**src/rtl/csa_pkg.sv**
```systemverilog
// package: constants and controller/datapath interface types for the cosine similarity block
`timescale 1ns / 1ps
package csa_pkg;

  localparam int ELEM_BITS  = 16;
  localparam int FRAC_BITS  = 16;
  localparam int ACC_BITS   = 44;
  localparam int PPROD_BITS = 2 * ELEM_BITS;
  localparam int HALF_BITS  = ACC_BITS / 2;
  localparam int PROD_BITS  = 2 * ACC_BITS;
  localparam int ROOT_BITS  = PROD_BITS / 2;
  localparam int REM_BITS   = ROOT_BITS + 2;
  localparam int NUM_BITS   = ACC_BITS + FRAC_BITS;
  localparam int SIM_BITS   = FRAC_BITS + 1;

  localparam int MUL_STEPS  = 4;
  localparam int SQRT_STEPS = ROOT_BITS;
  localparam int DIV_STEPS  = NUM_BITS;
  localparam int CNT_BITS   = $clog2(DIV_STEPS);

  localparam logic [SIM_BITS-1:0] ONE_Q = SIM_BITS'(1) << FRAC_BITS;

  // controller to datapath
  typedef struct packed {
    logic       clear_acc;
    logic       mul_start;
    logic       mul_step;
    logic [1:0] mul_idx;
    logic       sqrt_step;
    logic       div_load;
    logic       div_step;
    logic       out_load;
  } cmd_t;

  // datapath to controller
  typedef struct packed {
    logic zero_norm;
    logic out_free;
  } sts_t;

endpackage

```
**src/rtl/csa_ctrl.sv**
```systemverilog
// controller: sequences accumulate, norm product, square root, divide and result load
`timescale 1ns / 1ps
module csa_ctrl import csa_pkg::*; (
  input  logic clk_i,
  input  logic rst_ni,
  input  logic in_fire_i,
  input  logic in_last_i,
  input  sts_t sts_i,
  output cmd_t cmd_o,
  output logic in_stall_o
);

  typedef enum logic [3:0] {
    S_ACC,
    S_DRAIN,
    S_CHECK,
    S_MUL,
    S_MULW,
    S_SQRT,
    S_DIVLD,
    S_DIV,
    S_FIN
  } state_e;

  state_e              state_q;
  logic [CNT_BITS-1:0] cnt_q;
  logic                stall_q;

  always_ff @(posedge clk_i or negedge rst_ni) begin
    if (!rst_ni) begin
      state_q <= S_ACC;
      cnt_q   <= '0;
      stall_q <= 1'b0;
    end else begin
      unique case (state_q)
        S_ACC: begin
          if (in_fire_i && in_last_i) begin
            state_q <= S_DRAIN;
            stall_q <= 1'b1;
          end
        end
        // last beat's products are added this cycle
        S_DRAIN: state_q <= S_CHECK;
        S_CHECK: begin
          cnt_q   <= '0;
          state_q <= sts_i.zero_norm ? S_FIN : S_MUL;
        end
        S_MUL: begin
          if (cnt_q == CNT_BITS'(MUL_STEPS - 1)) begin
            cnt_q   <= '0;
            state_q <= S_MULW;
          end else begin
            cnt_q <= cnt_q + 1'b1;
          end
        end
        S_MULW: state_q <= S_SQRT;
        S_SQRT: begin
          if (cnt_q == CNT_BITS'(SQRT_STEPS - 1)) begin
            cnt_q   <= '0;
            state_q <= S_DIVLD;
          end else begin
            cnt_q <= cnt_q + 1'b1;
          end
        end
        S_DIVLD: state_q <= S_DIV;
        S_DIV: begin
          if (cnt_q == CNT_BITS'(DIV_STEPS - 1)) begin
            cnt_q   <= '0;
            state_q <= S_FIN;
          end else begin
            cnt_q <= cnt_q + 1'b1;
          end
        end
        S_FIN: begin
          if (sts_i.out_free) begin
            state_q <= S_ACC;
            stall_q <= 1'b0;
          end
        end
        default: state_q <= S_ACC;
      endcase
    end
  end

  always_comb begin
    cmd_o           = '0;
    cmd_o.mul_idx   = cnt_q[1:0];
    cmd_o.mul_start = (state_q == S_MUL) && (cnt_q == '0);
    cmd_o.mul_step  = (state_q == S_MUL);
    cmd_o.sqrt_step = (state_q == S_SQRT);
    cmd_o.div_load  = (state_q == S_DIVLD);
    cmd_o.div_step  = (state_q == S_DIV);
    cmd_o.out_load  = (state_q == S_FIN) && sts_i.out_free;
    cmd_o.clear_acc = cmd_o.out_load;
  end

  assign in_stall_o = stall_q;

endmodule

```
**src/rtl/csa_dp.sv**
```systemverilog
// datapath: element products, saturating sums, split norm product, bitwise root and divide
`timescale 1ns / 1ps
module csa_dp import csa_pkg::*; (
  input  logic                 clk_i,
  input  logic                 rst_ni,
  input  logic                 in_fire_i,
  input  logic [ELEM_BITS-1:0] elem_a_i,
  input  logic [ELEM_BITS-1:0] elem_b_i,
  input  cmd_t                 cmd_i,
  input  logic                 out_stall_i,
  output sts_t                 sts_o,
  output logic                 out_valid_o,
  output logic [SIM_BITS-1:0]  similarity_o,
  output logic                 zero_norm_o
);

  function automatic logic [ACC_BITS-1:0] sat_add(input logic [ACC_BITS-1:0]   acc,
                                                   input logic [PPROD_BITS-1:0] p);
    logic [ACC_BITS:0] s;
    s = {1'b0, acc} + (ACC_BITS + 1)'(p);
    return s[ACC_BITS] ? '1 : s[ACC_BITS-1:0];
  endfunction

  // product stage
  logic                  p_vld_q;
  logic [PPROD_BITS-1:0] pd_q, pa_q, pb_q;
  // accumulators
  logic [ACC_BITS-1:0]   dot_q, na_q, nb_q;
  // norm product
  logic                  pp_vld_q;
  logic [1:0]            pp_sh_q;
  logic [ACC_BITS-1:0]   pp_q;
  logic [PROD_BITS-1:0]  prod_q, pp_ext;
  logic [HALF_BITS-1:0]  a_half, b_half;
  // root and divide
  logic [ROOT_BITS-1:0]  root_q;
  logic [REM_BITS-1:0]   sq_rem_q;
  logic [REM_BITS+1:0]   sq_nx, sq_trial, sq_diff;
  logic [ROOT_BITS-1:0]  drem_q;
  logic [ROOT_BITS:0]    dv_nx, dv_diff;
  logic [NUM_BITS-1:0]   num_q;
  logic                  dv_ge;
  // result
  logic                  out_vld_q, zn_q;
  logic [SIM_BITS-1:0]   sim_q, sim_d;
  logic                  zero_norm;

  assign zero_norm = (na_q == '0) || (nb_q == '0);

  always_ff @(posedge clk_i or negedge rst_ni) begin
    if (!rst_ni) begin
      p_vld_q <= 1'b0;
    end else begin
      p_vld_q <= in_fire_i;
    end
  end

  always_ff @(posedge clk_i) begin
    if (in_fire_i) begin
      pd_q <= PPROD_BITS'(elem_a_i) * PPROD_BITS'(elem_b_i);
      pa_q <= PPROD_BITS'(elem_a_i) * PPROD_BITS'(elem_a_i);
      pb_q <= PPROD_BITS'(elem_b_i) * PPROD_BITS'(elem_b_i);
    end
  end

  always_ff @(posedge clk_i or negedge rst_ni) begin
    if (!rst_ni) begin
      dot_q <= '0;
      na_q  <= '0;
      nb_q  <= '0;
    end else if (cmd_i.clear_acc) begin
      dot_q <= '0;
      na_q  <= '0;
      nb_q  <= '0;
    end else if (p_vld_q) begin
      dot_q <= sat_add(dot_q, pd_q);
      na_q  <= sat_add(na_q, pa_q);
      nb_q  <= sat_add(nb_q, pb_q);
    end
  end

  // norm product from four half-width partial products, one per cycle
  assign a_half = cmd_i.mul_idx[1] ? na_q[ACC_BITS-1:HALF_BITS] : na_q[HALF_BITS-1:0];
  assign b_half = cmd_i.mul_idx[0] ? nb_q[ACC_BITS-1:HALF_BITS] : nb_q[HALF_BITS-1:0];

  always_ff @(posedge clk_i or negedge rst_ni) begin
    if (!rst_ni) begin
      pp_vld_q <= 1'b0;
    end else begin
      pp_vld_q <= cmd_i.mul_step;
    end
  end

  always_ff @(posedge clk_i) begin
    if (cmd_i.mul_step) begin
      pp_q    <= ACC_BITS'(a_half) * ACC_BITS'(b_half);
      pp_sh_q <= {1'b0, cmd_i.mul_idx[1]} + {1'b0, cmd_i.mul_idx[0]};
    end
  end

  always_comb begin
    unique case (pp_sh_q)
      2'd0:    pp_ext = PROD_BITS'(pp_q);
      2'd1:    pp_ext = PROD_BITS'(pp_q) << HALF_BITS;
      2'd2:    pp_ext = PROD_BITS'(pp_q) << (2 * HALF_BITS);
      default: pp_ext = '0;
    endcase
  end

  // root: two radicand bits per step, radicand shifts out of prod_q
  assign sq_nx    = {sq_rem_q, prod_q[PROD_BITS-1 -: 2]};
  assign sq_trial = (REM_BITS + 2)'({root_q, 2'b01});
  assign sq_diff  = sq_nx - sq_trial;

  // divide: restoring, quotient bits shift into num_q
  assign dv_nx   = {drem_q, num_q[NUM_BITS-1]};
  assign dv_ge   = dv_nx >= {1'b0, root_q};
  assign dv_diff = dv_nx - {1'b0, root_q};

  always_ff @(posedge clk_i) begin
    if (cmd_i.mul_start) begin
      prod_q   <= '0;
      root_q   <= '0;
      sq_rem_q <= '0;
    end else if (pp_vld_q) begin
      prod_q <= prod_q + pp_ext;
    end else if (cmd_i.sqrt_step) begin
      prod_q <= {prod_q[PROD_BITS-3:0], 2'b00};
      if (sq_nx >= sq_trial) begin
        sq_rem_q <= sq_diff[REM_BITS-1:0];
        root_q   <= {root_q[ROOT_BITS-2:0], 1'b1};
      end else begin
        sq_rem_q <= sq_nx[REM_BITS-1:0];
        root_q   <= {root_q[ROOT_BITS-2:0], 1'b0};
      end
    end
  end

  always_ff @(posedge clk_i) begin
    if (cmd_i.div_load) begin
      num_q  <= {dot_q, {FRAC_BITS{1'b0}}};
      drem_q <= '0;
    end else if (cmd_i.div_step) begin
      num_q  <= {num_q[NUM_BITS-2:0], dv_ge};
      drem_q <= dv_ge ? dv_diff[ROOT_BITS-1:0] : dv_nx[ROOT_BITS-1:0];
    end
  end

  // result register
  always_comb begin
    if (zero_norm) begin
      sim_d = '0;
    end else if (num_q > NUM_BITS'(ONE_Q)) begin
      sim_d = ONE_Q;
    end else begin
      sim_d = num_q[SIM_BITS-1:0];
    end
  end

  always_ff @(posedge clk_i or negedge rst_ni) begin
    if (!rst_ni) begin
      out_vld_q <= 1'b0;
    end else if (cmd_i.out_load) begin
      out_vld_q <= 1'b1;
    end else if (!out_stall_i) begin
      out_vld_q <= 1'b0;
    end
  end

  always_ff @(posedge clk_i) begin
    if (cmd_i.out_load) begin
      sim_q <= sim_d;
      zn_q  <= zero_norm;
    end
  end

  assign sts_o.zero_norm = zero_norm;
  assign sts_o.out_free  = !out_vld_q || !out_stall_i;
  assign out_valid_o     = out_vld_q;
  assign similarity_o    = sim_q;
  assign zero_norm_o     = zn_q;

endmodule

```
**src/rtl/cosine_similarity_accumulator_top.sv**
```systemverilog
// top level: cosine similarity of two streamed count vectors in unsigned Q1.16
`timescale 1ns / 1ps
// Element pairs are taken one beat per cycle while the input is not stalled;
// each adds a*b, a*a and b*b into 44-bit saturating sums via a registered
// product stage. After the beat marked last the input stalls while the result
// is formed: the product stage drains, the norms are tested, four 22x22
// partial products (one per cycle) form the 44x44 norm product, the square
// root runs bit per cycle, the divider is loaded and divides bit per cycle,
// then the output register is loaded; a zero norm goes straight to that load.
// The output register decouples the sides, so new vectors are accepted while
// an earlier result waits to be taken.
module cosine_similarity_accumulator_top import csa_pkg::*; (
  input  logic                 clk_i,
  input  logic                 rst_ni,
  input  logic                 in_valid_i,
  output logic                 in_stall_o,
  input  logic [ELEM_BITS-1:0] elem_a_i,
  input  logic [ELEM_BITS-1:0] elem_b_i,
  input  logic                 last_i,
  output logic                 out_valid_o,
  input  logic                 out_stall_i,
  output logic [SIM_BITS-1:0]  similarity_o,
  output logic                 zero_norm_o
);

  cmd_t cmd;
  sts_t sts;
  logic in_fire;

  assign in_fire = in_valid_i && !in_stall_o;

  csa_ctrl u_ctrl (
    .clk_i      (clk_i),
    .rst_ni     (rst_ni),
    .in_fire_i  (in_fire),
    .in_last_i  (last_i),
    .sts_i      (sts),
    .cmd_o      (cmd),
    .in_stall_o (in_stall_o)
  );

  csa_dp u_dp (
    .clk_i        (clk_i),
    .rst_ni       (rst_ni),
    .in_fire_i    (in_fire),
    .elem_a_i     (elem_a_i),
    .elem_b_i     (elem_b_i),
    .cmd_i        (cmd),
    .out_stall_i  (out_stall_i),
    .sts_o        (sts),
    .out_valid_o  (out_valid_o),
    .similarity_o (similarity_o),
    .zero_norm_o  (zero_norm_o)
  );

endmodule

```
**config.mk**
```make
export PLATFORM = sky130hd
export DESIGN_NAME = cosine_similarity_accumulator_top
export DESIGN_NICKNAME = d
export VERILOG_FILES = /design/src/rtl/csa_pkg.sv /design/src/rtl/csa_ctrl.sv /design/src/rtl/csa_dp.sv /design/src/rtl/cosine_similarity_accumulator_top.sv
export SDC_FILE = /design/constraint.sdc
export NUM_CORES = 2
export LEC_CHECK = 0
export BUFFER_PORTS_ARGS = -buffer_cell sky130_fd_sc_hd__clkbuf_2
export CAP_MARGIN = 15
export CORE_MARGIN = 4
export CORE_UTILIZATION = 65
export CTS_CLUSTER_DIAMETER = 80
export DETAILED_ROUTE_END_ITERATION = 7
export GPL_TIMING_DRIVEN = 0
export PLACE_DENSITY_LB_ADDON = 0.25
export SYNTH_ARGS = -nofsm -noshare
export SYNTH_HDL_FRONTEND = slang
export SYNTH_SLANG_ARGS = --single-unit
```
**constraint.sdc**
```tcl
create_clock -name clk_i -period 9.1 [get_ports clk_i]
set_clock_uncertainty 0.2 [all_clocks]
set_input_delay 1.365 -clock clk_i [delete_from_list [all_inputs] [get_ports clk_i]]
set_output_delay 1.365 -clock clk_i [all_outputs]
set_load 0.02 [all_outputs]
```
Yosys cells after proc, flatten, opt, wreduce, memory -nomap -nowiden. Cells that the tools add are included. Widths: inputs -> output; s select.

Multiplexer cells: 36. $mul: 4. Divide/modulo/power cells: 0. Add/sub/neg operators: 8. Eq/ne operators: 19. Order comparisons: 3. Shift operators: 0. Bitwise gates (word level): 1. Reduce and logical (&&, ||, !) cells: 23.

Operator list (number): $mux 44 (10); $pmux 88 s3 (1); $mux 88 (2); $add 44x32->45 (3); $mux 60 (2); $mul 16x16->32 (3); $add 88x88->88 (1); $logic_not 44->1 (2); $gt 60x17->1 const B (1); $ge 48x46->1 (1); $mux 46 (1); $sub 46x46->46 (1); $ge 45x44->1 (1); $mul 22x22->44 (1); $mux 22 (2); $sub 44x44->44 (1); $pmux 4 s9 (1); $mux 4 (6); $pmux 6 s4 (1); $mux 6 (3); $mux 17 (1); $eq 4x3->1 const B (4); $eq 6x6->1 const B (2); $ne 2x1->1 const B (5); 24 further kinds (38).

Bits in registers: 588. Memories kept: 0. Bits in read-only memories: 0. Memory bits (writable): 0. Latch bits: 0. Output and inout bits: 20.

Longest topological paths before layout.
Depth after elaboration: 5. Depth in mapped cells: 29. Gate-level depth less buffers: 26.

Cells and area by module. A second synthesis with hierarchy kept.

Cell total of the unflattened synthesis: 8787. Area, all modules: 77379.2 um^2.

Modules (own cells, without submodules): csa_dp (times used 1, area an instance 76616.0 um^2, cells an instance 8699); csa_ctrl (times used 1, area an instance 749.5 um^2, cells an instance 87); cosine_similarity_accumulator_top (times used 1, area an instance 13.8 um^2, cells an instance 1).

Worst setup path before layout. Ideal clock, no wire load.

Path kind: input port to flip-flop. Start: input port elem_b_i[2]. End: register u_dp.pd_q[30], data pin. Data required time: 8642 ps. Path buffers: 2. Path slack: 1104 ps. Library setup time: 258 ps. Stages: 26. Arrival: 7539 ps. Cell sequence: clkbuf_1 > clkbuf_1 > nand2_1 > fa_1 > inv_1 > fa_1 > inv_1 > fa_1 > inv_1 > fa_1 > inv_1 > fa_1 > inv_1 > fa_1 > ha_1 > a21o_1 > a21o_1 > a21oi_1 > o21ai_0 > a21o_1 > a2111o_1 > a41o_1 > o41ai_1 > o21bai_1 > a21oi_1 > xnor2_1.

Cells in the longest elaborated chain, start to end: 1.

Ends and longest elaborated chain: start, declared (line cosine_similarity_accumulator_top.sv:18) `input logic [ELEM_BITS-1:0] elem_b_i,`; $mul 16x16->32 (line csa_dp.sv:60) `pd_q <= PPROD_BITS'(elem_a_i) * PPROD_BITS'(elem_b_i);`; end signal, assigned (line csa_dp.sv:60); end, declared (line csa_dp.sv:26) `logic [PPROD_BITS-1:0] pd_q, pa_q, pb_q;`.

No other way between the ends. A chain may end at the register's enable or synchronous reset.

Worst setup path after layout.
Start: register u_ctrl.cnt_q[1]. End: register u_dp.pp_q[42], data pin.

Cells in the longest elaborated chain, start to end: 2.

Ends and longest elaborated chain: start, declared (line csa_ctrl.sv:26) `logic [CNT_BITS-1:0] cnt_q;`; start signal, assigned (line csa_ctrl.sv:53) `cnt_q <= cnt_q + 1'b1;`; start signal, assigned (line csa_ctrl.sv:62) `cnt_q <= cnt_q + 1'b1;`; start signal, assigned (line csa_ctrl.sv:71) `cnt_q <= cnt_q + 1'b1;`; $mux 22 (line csa_dp.sv:83) `assign a_half = cmd_i.mul_idx[1] ? na_q[ACC_BITS-1:HALF_BITS] : na_q[HALF_BITS-1:0];`; $mul 22x22->44 (line csa_dp.sv:96) `pp_q <= ACC_BITS'(a_half) * ACC_BITS'(b_half);`; end signal, assigned (line csa_dp.sv:96); end, declared (line csa_dp.sv:32) `logic [ACC_BITS-1:0] pp_q;`.

No other way between the ends.

==> flow_metrics.env <==
export IMPL_final_antenna_net_count=0
export IMPL_cts_buffer_depth=3
export IMPL_slowest_stage="clkbuf_1"
export IMPL_area_delta_synth_final_pct=6.63
export IMPL_grt_max_degree=108
export IMPL_hold_buffers=0
export IMPL_grt_overflow_total=0
export IMPL_synth_top_cell_area_share_pct=24.1
export IMPL_mappedNetlistArea_um2=76700
export IMPL_crit_top_cell="fa_1"
export IMPL_antenna_found_initial=4
export IMPL_core_um2=117000
export IMPL_required_ns=9.30
export IMPL_wl_mm=243
export IMPL_fin_util_pct=70.1
export IMPL_synth_area_leaders="fa_1 24%, ha_1 12%, edfxtp_1 7.9%, dfxtp_1 6.2%, inv_1 5.8%"
export IMPL_track_usage_pct=39.5
export IMPL_synth_avg_cell_area_um2=8.82
export IMPL_dp_slack_ns=-0.875
export IMPL_fin_nets=10500
export IMPL_synth_edf_count=202
export IMPL_period_needed_ns=8.86
export IMPL_synthCells=8705
export IMPL_yosys_area_top_type="fa_1"
export IMPL_worstMarginPinSlew_ns=1.19
export IMPL_grt_pass1_wl_mm=377
export IMPL_first_pass_iters=6
export IMPL_clk_pin_slew_ns=0.06
export IMPL_synth_seq_cells=586
export IMPL_place_gp_congestion=1.05
export IMPL_num_vias=65300
export IMPL_setup_viol=0
export IMPL_r2r_start="u_ctrl.cnt_q[1]$_DFFE_PN0P_"
export IMPL_slew_headroom_pct=20.1
export IMPL_r2r_slack_ns=0.24
export IMPL_die_w_um=352
export IMPL_clock_sinks=586
export IMPL_wire_per_inst_um=23.3
export IMPL_drv_cap=0
export IMPL_die_area_um2=124000
export IMPL_worstHoldPathType="reg2reg"
export IMPL_drive_gt1_share_pct=4.45
export IMPL_critPathMaxStageDelay_ns=0.61
export IMPL_cts_buffers=71
export IMPL_crit_start="u_ctrl.cnt_q[1]$_DFFE_PN0P_"
export IMPL_fin_crit_sh_pct=97.3
export IMPL_max_freq_mhz=113
export IMPL_ios=57
export IMPL_endpoint_kind="flop"
export IMPL_synthFlopType="dfxtp_1"
export IMPL_rsz0062_at_grt="no"
export IMPL_fillers=9282
export IMPL_hold_viol=0
export IMPL_cp_max_fo=10
export IMPL_worstSetupPathType="reg2reg"
export IMPL_rows=125
export IMPL_async_flop_share_pct=24.9
export IMPL_setup_slack_ns=0.241
export IMPL_drcViolationCount=0
export IMPL_first_iter_violations=6110
export IMPL_min_delay_start="u_dp.root_q[34]$_SDFFE_PP0P_"
export IMPL_grt_pass1_vias=66800
export IMPL_htree_levels=3
export IMPL_worstSkewPairLatency_ns=0.66
export IMPL_cts_tree="yes"
export IMPL_mostFrequentLayoutCells="1178 x inv_1, 922 x fa_1, 907 x nand2_1"
export IMPL_avgViaCountPerCell=6.27
export IMPL_drv_slew=0
export IMPL_dp_hpwl_mm=199
export IMPL_layout_commonest_cell="inv_1"
export IMPL_start_util_pct=65.8
export IMPL_cts_root_buf="clkbuf_16"
export IMPL_cp_arrival_ns=9.06
export IMPL_dieHeight_um=352
export IMPL_run_status="completed"
export IMPL_ys_seq_area_share_pct=18.9
export IMPL_ys_warn_count=0
export IMPL_numPortBuffers=49
export IMPL_synth_nets=10400
export IMPL_start_kind="flop"
export IMPL_synth_distinct_cells=100
[stage by stage]
stage	hold WS (ns)	cell area [µm²]	setup TNS (ns)	std cells
4_1_cts	0.268	81700	0	10400
5_1_grt	0.283	81800	0	10400
2_1_floorplan	0.236	76700	0	8705
6_report	0.268	81800	0	10400
3_5_place_dp	0.261	79100	-11.29	10300
3_3_place_gp	0.245	78900	-14.11	10300
[critical path, delay by kind of cell, from the launching register on]
kind	cells	cell delay, ns
simple gates	3	0.83
buf+inv	5	1.39
flops	1	0.38
xor+xnor	1	0.07
mux	1	0.56
fa+ha+maj	8	3.81
compound gates	8	1.35
[cell families after synthesis]
kind of cell	Yosys count	share of synthesized area, %
buffers and inverters	1602	8.02
and+or+nand+nor	2462	14.8
adders and majority gates	1658	36.1
DFF	586	18.9
muxes	183	2.48
AOI/OAI and AO/OA	1826	15.4
xor gates and xnor gates	388	4.43
[Yosys cell counts (163+ instances only)]
| cell | n |
|---|---|
| edfxtp_1 | 202 |
| xnor2_1 | 240 |
| fa_1 | 922 |
| a21oi_1 | 513 |
| and2_1 | 263 |
| nand2_1 | 907 |
| inv_1 | 1178 |
| dfxtp_1 | 238 |
| ha_1 | 736 |
| nor2_1 | 663 |
| a21o_1 | 212 |
| o21ai_0 | 297 |
| clkbuf_1 | 370 |
| a211oi_1 | 163 |
[worst paths after layout]
| path | end | depth (start not counted) |
|---|---|---|
| max in group asynchronous | u_dp.nb_q[26]$_DFFE_PN0P_ | 2 |
| setup reg to reg | u_dp.pp_q[42]$_DFFE_PP_ | 26 |
| setup / recovery | u_dp.pp_q[42]$_DFFE_PP_ | 26 |
| min in group asynchronous | u_dp.dot_q[30]$_DFFE_PN0P_ | 1 |
| hold reg to reg | u_dp.root_q[35]$_SDFFE_PP0P_ | 2 |
| hold / removal | u_dp.root_q[35]$_SDFFE_PP0P_ | 2 |
[final cells by class]
cell class / instances / area, µm² / area share, %
multi-input combinational: 6517 / 56300 / 68.8
sequential: 586 / 14500 / 17.7
inverter: 1184 / 4440 / 5.43
clock buffer: 91 / 1940 / 2.38
tap: 1524 / 1910 / 2.33
buffer: 411 / 1760 / 2.15
timing repair buffer: 68 / 489 / 0.598
clock inverter: 40 / 479 / 0.586
antenna: 1 / 2.50 / 0.00306
[metal layers]
metal / vias to the layer above / GRT usage [%] / part of all wire [%]
met3: 835 / 7.26 / 8.5
met4: 8 / 22.8 / 6.9
li1: 29400 / - / -
met2: 3095 / 64.8 / 46
met1: 32000 / 49.2 / 39
met5: - / 0 / 0.020
[sequential cells by signal, indices dropped and copies added (netlist names), 6 cells and up]
register,count
u_dp.dot_q,44
u_dp.drem_q,44
u_ctrl.cnt_q,6
u_dp.num_q,60
u_dp.pb_q,31
u_dp.pp_q,44
u_dp.sq_rem_q,46
u_dp.na_q,44
u_dp.pd_q,32
u_dp.similarity_o,17
u_dp.prod_q,88
u_dp.pa_q,31
u_dp.nb_q,44
u_dp.root_q,44
[repair_timing]
action | CTS | global route
resized for setup | 45 | 66
gates cloned | 0 | 0
setup buffers | 0 | 3
endpoints found under the setup margin | 18 | 14
Power is not shown: default switching activity piles up to over one toggle a cycle in this logic, so the estimate is an artifact.
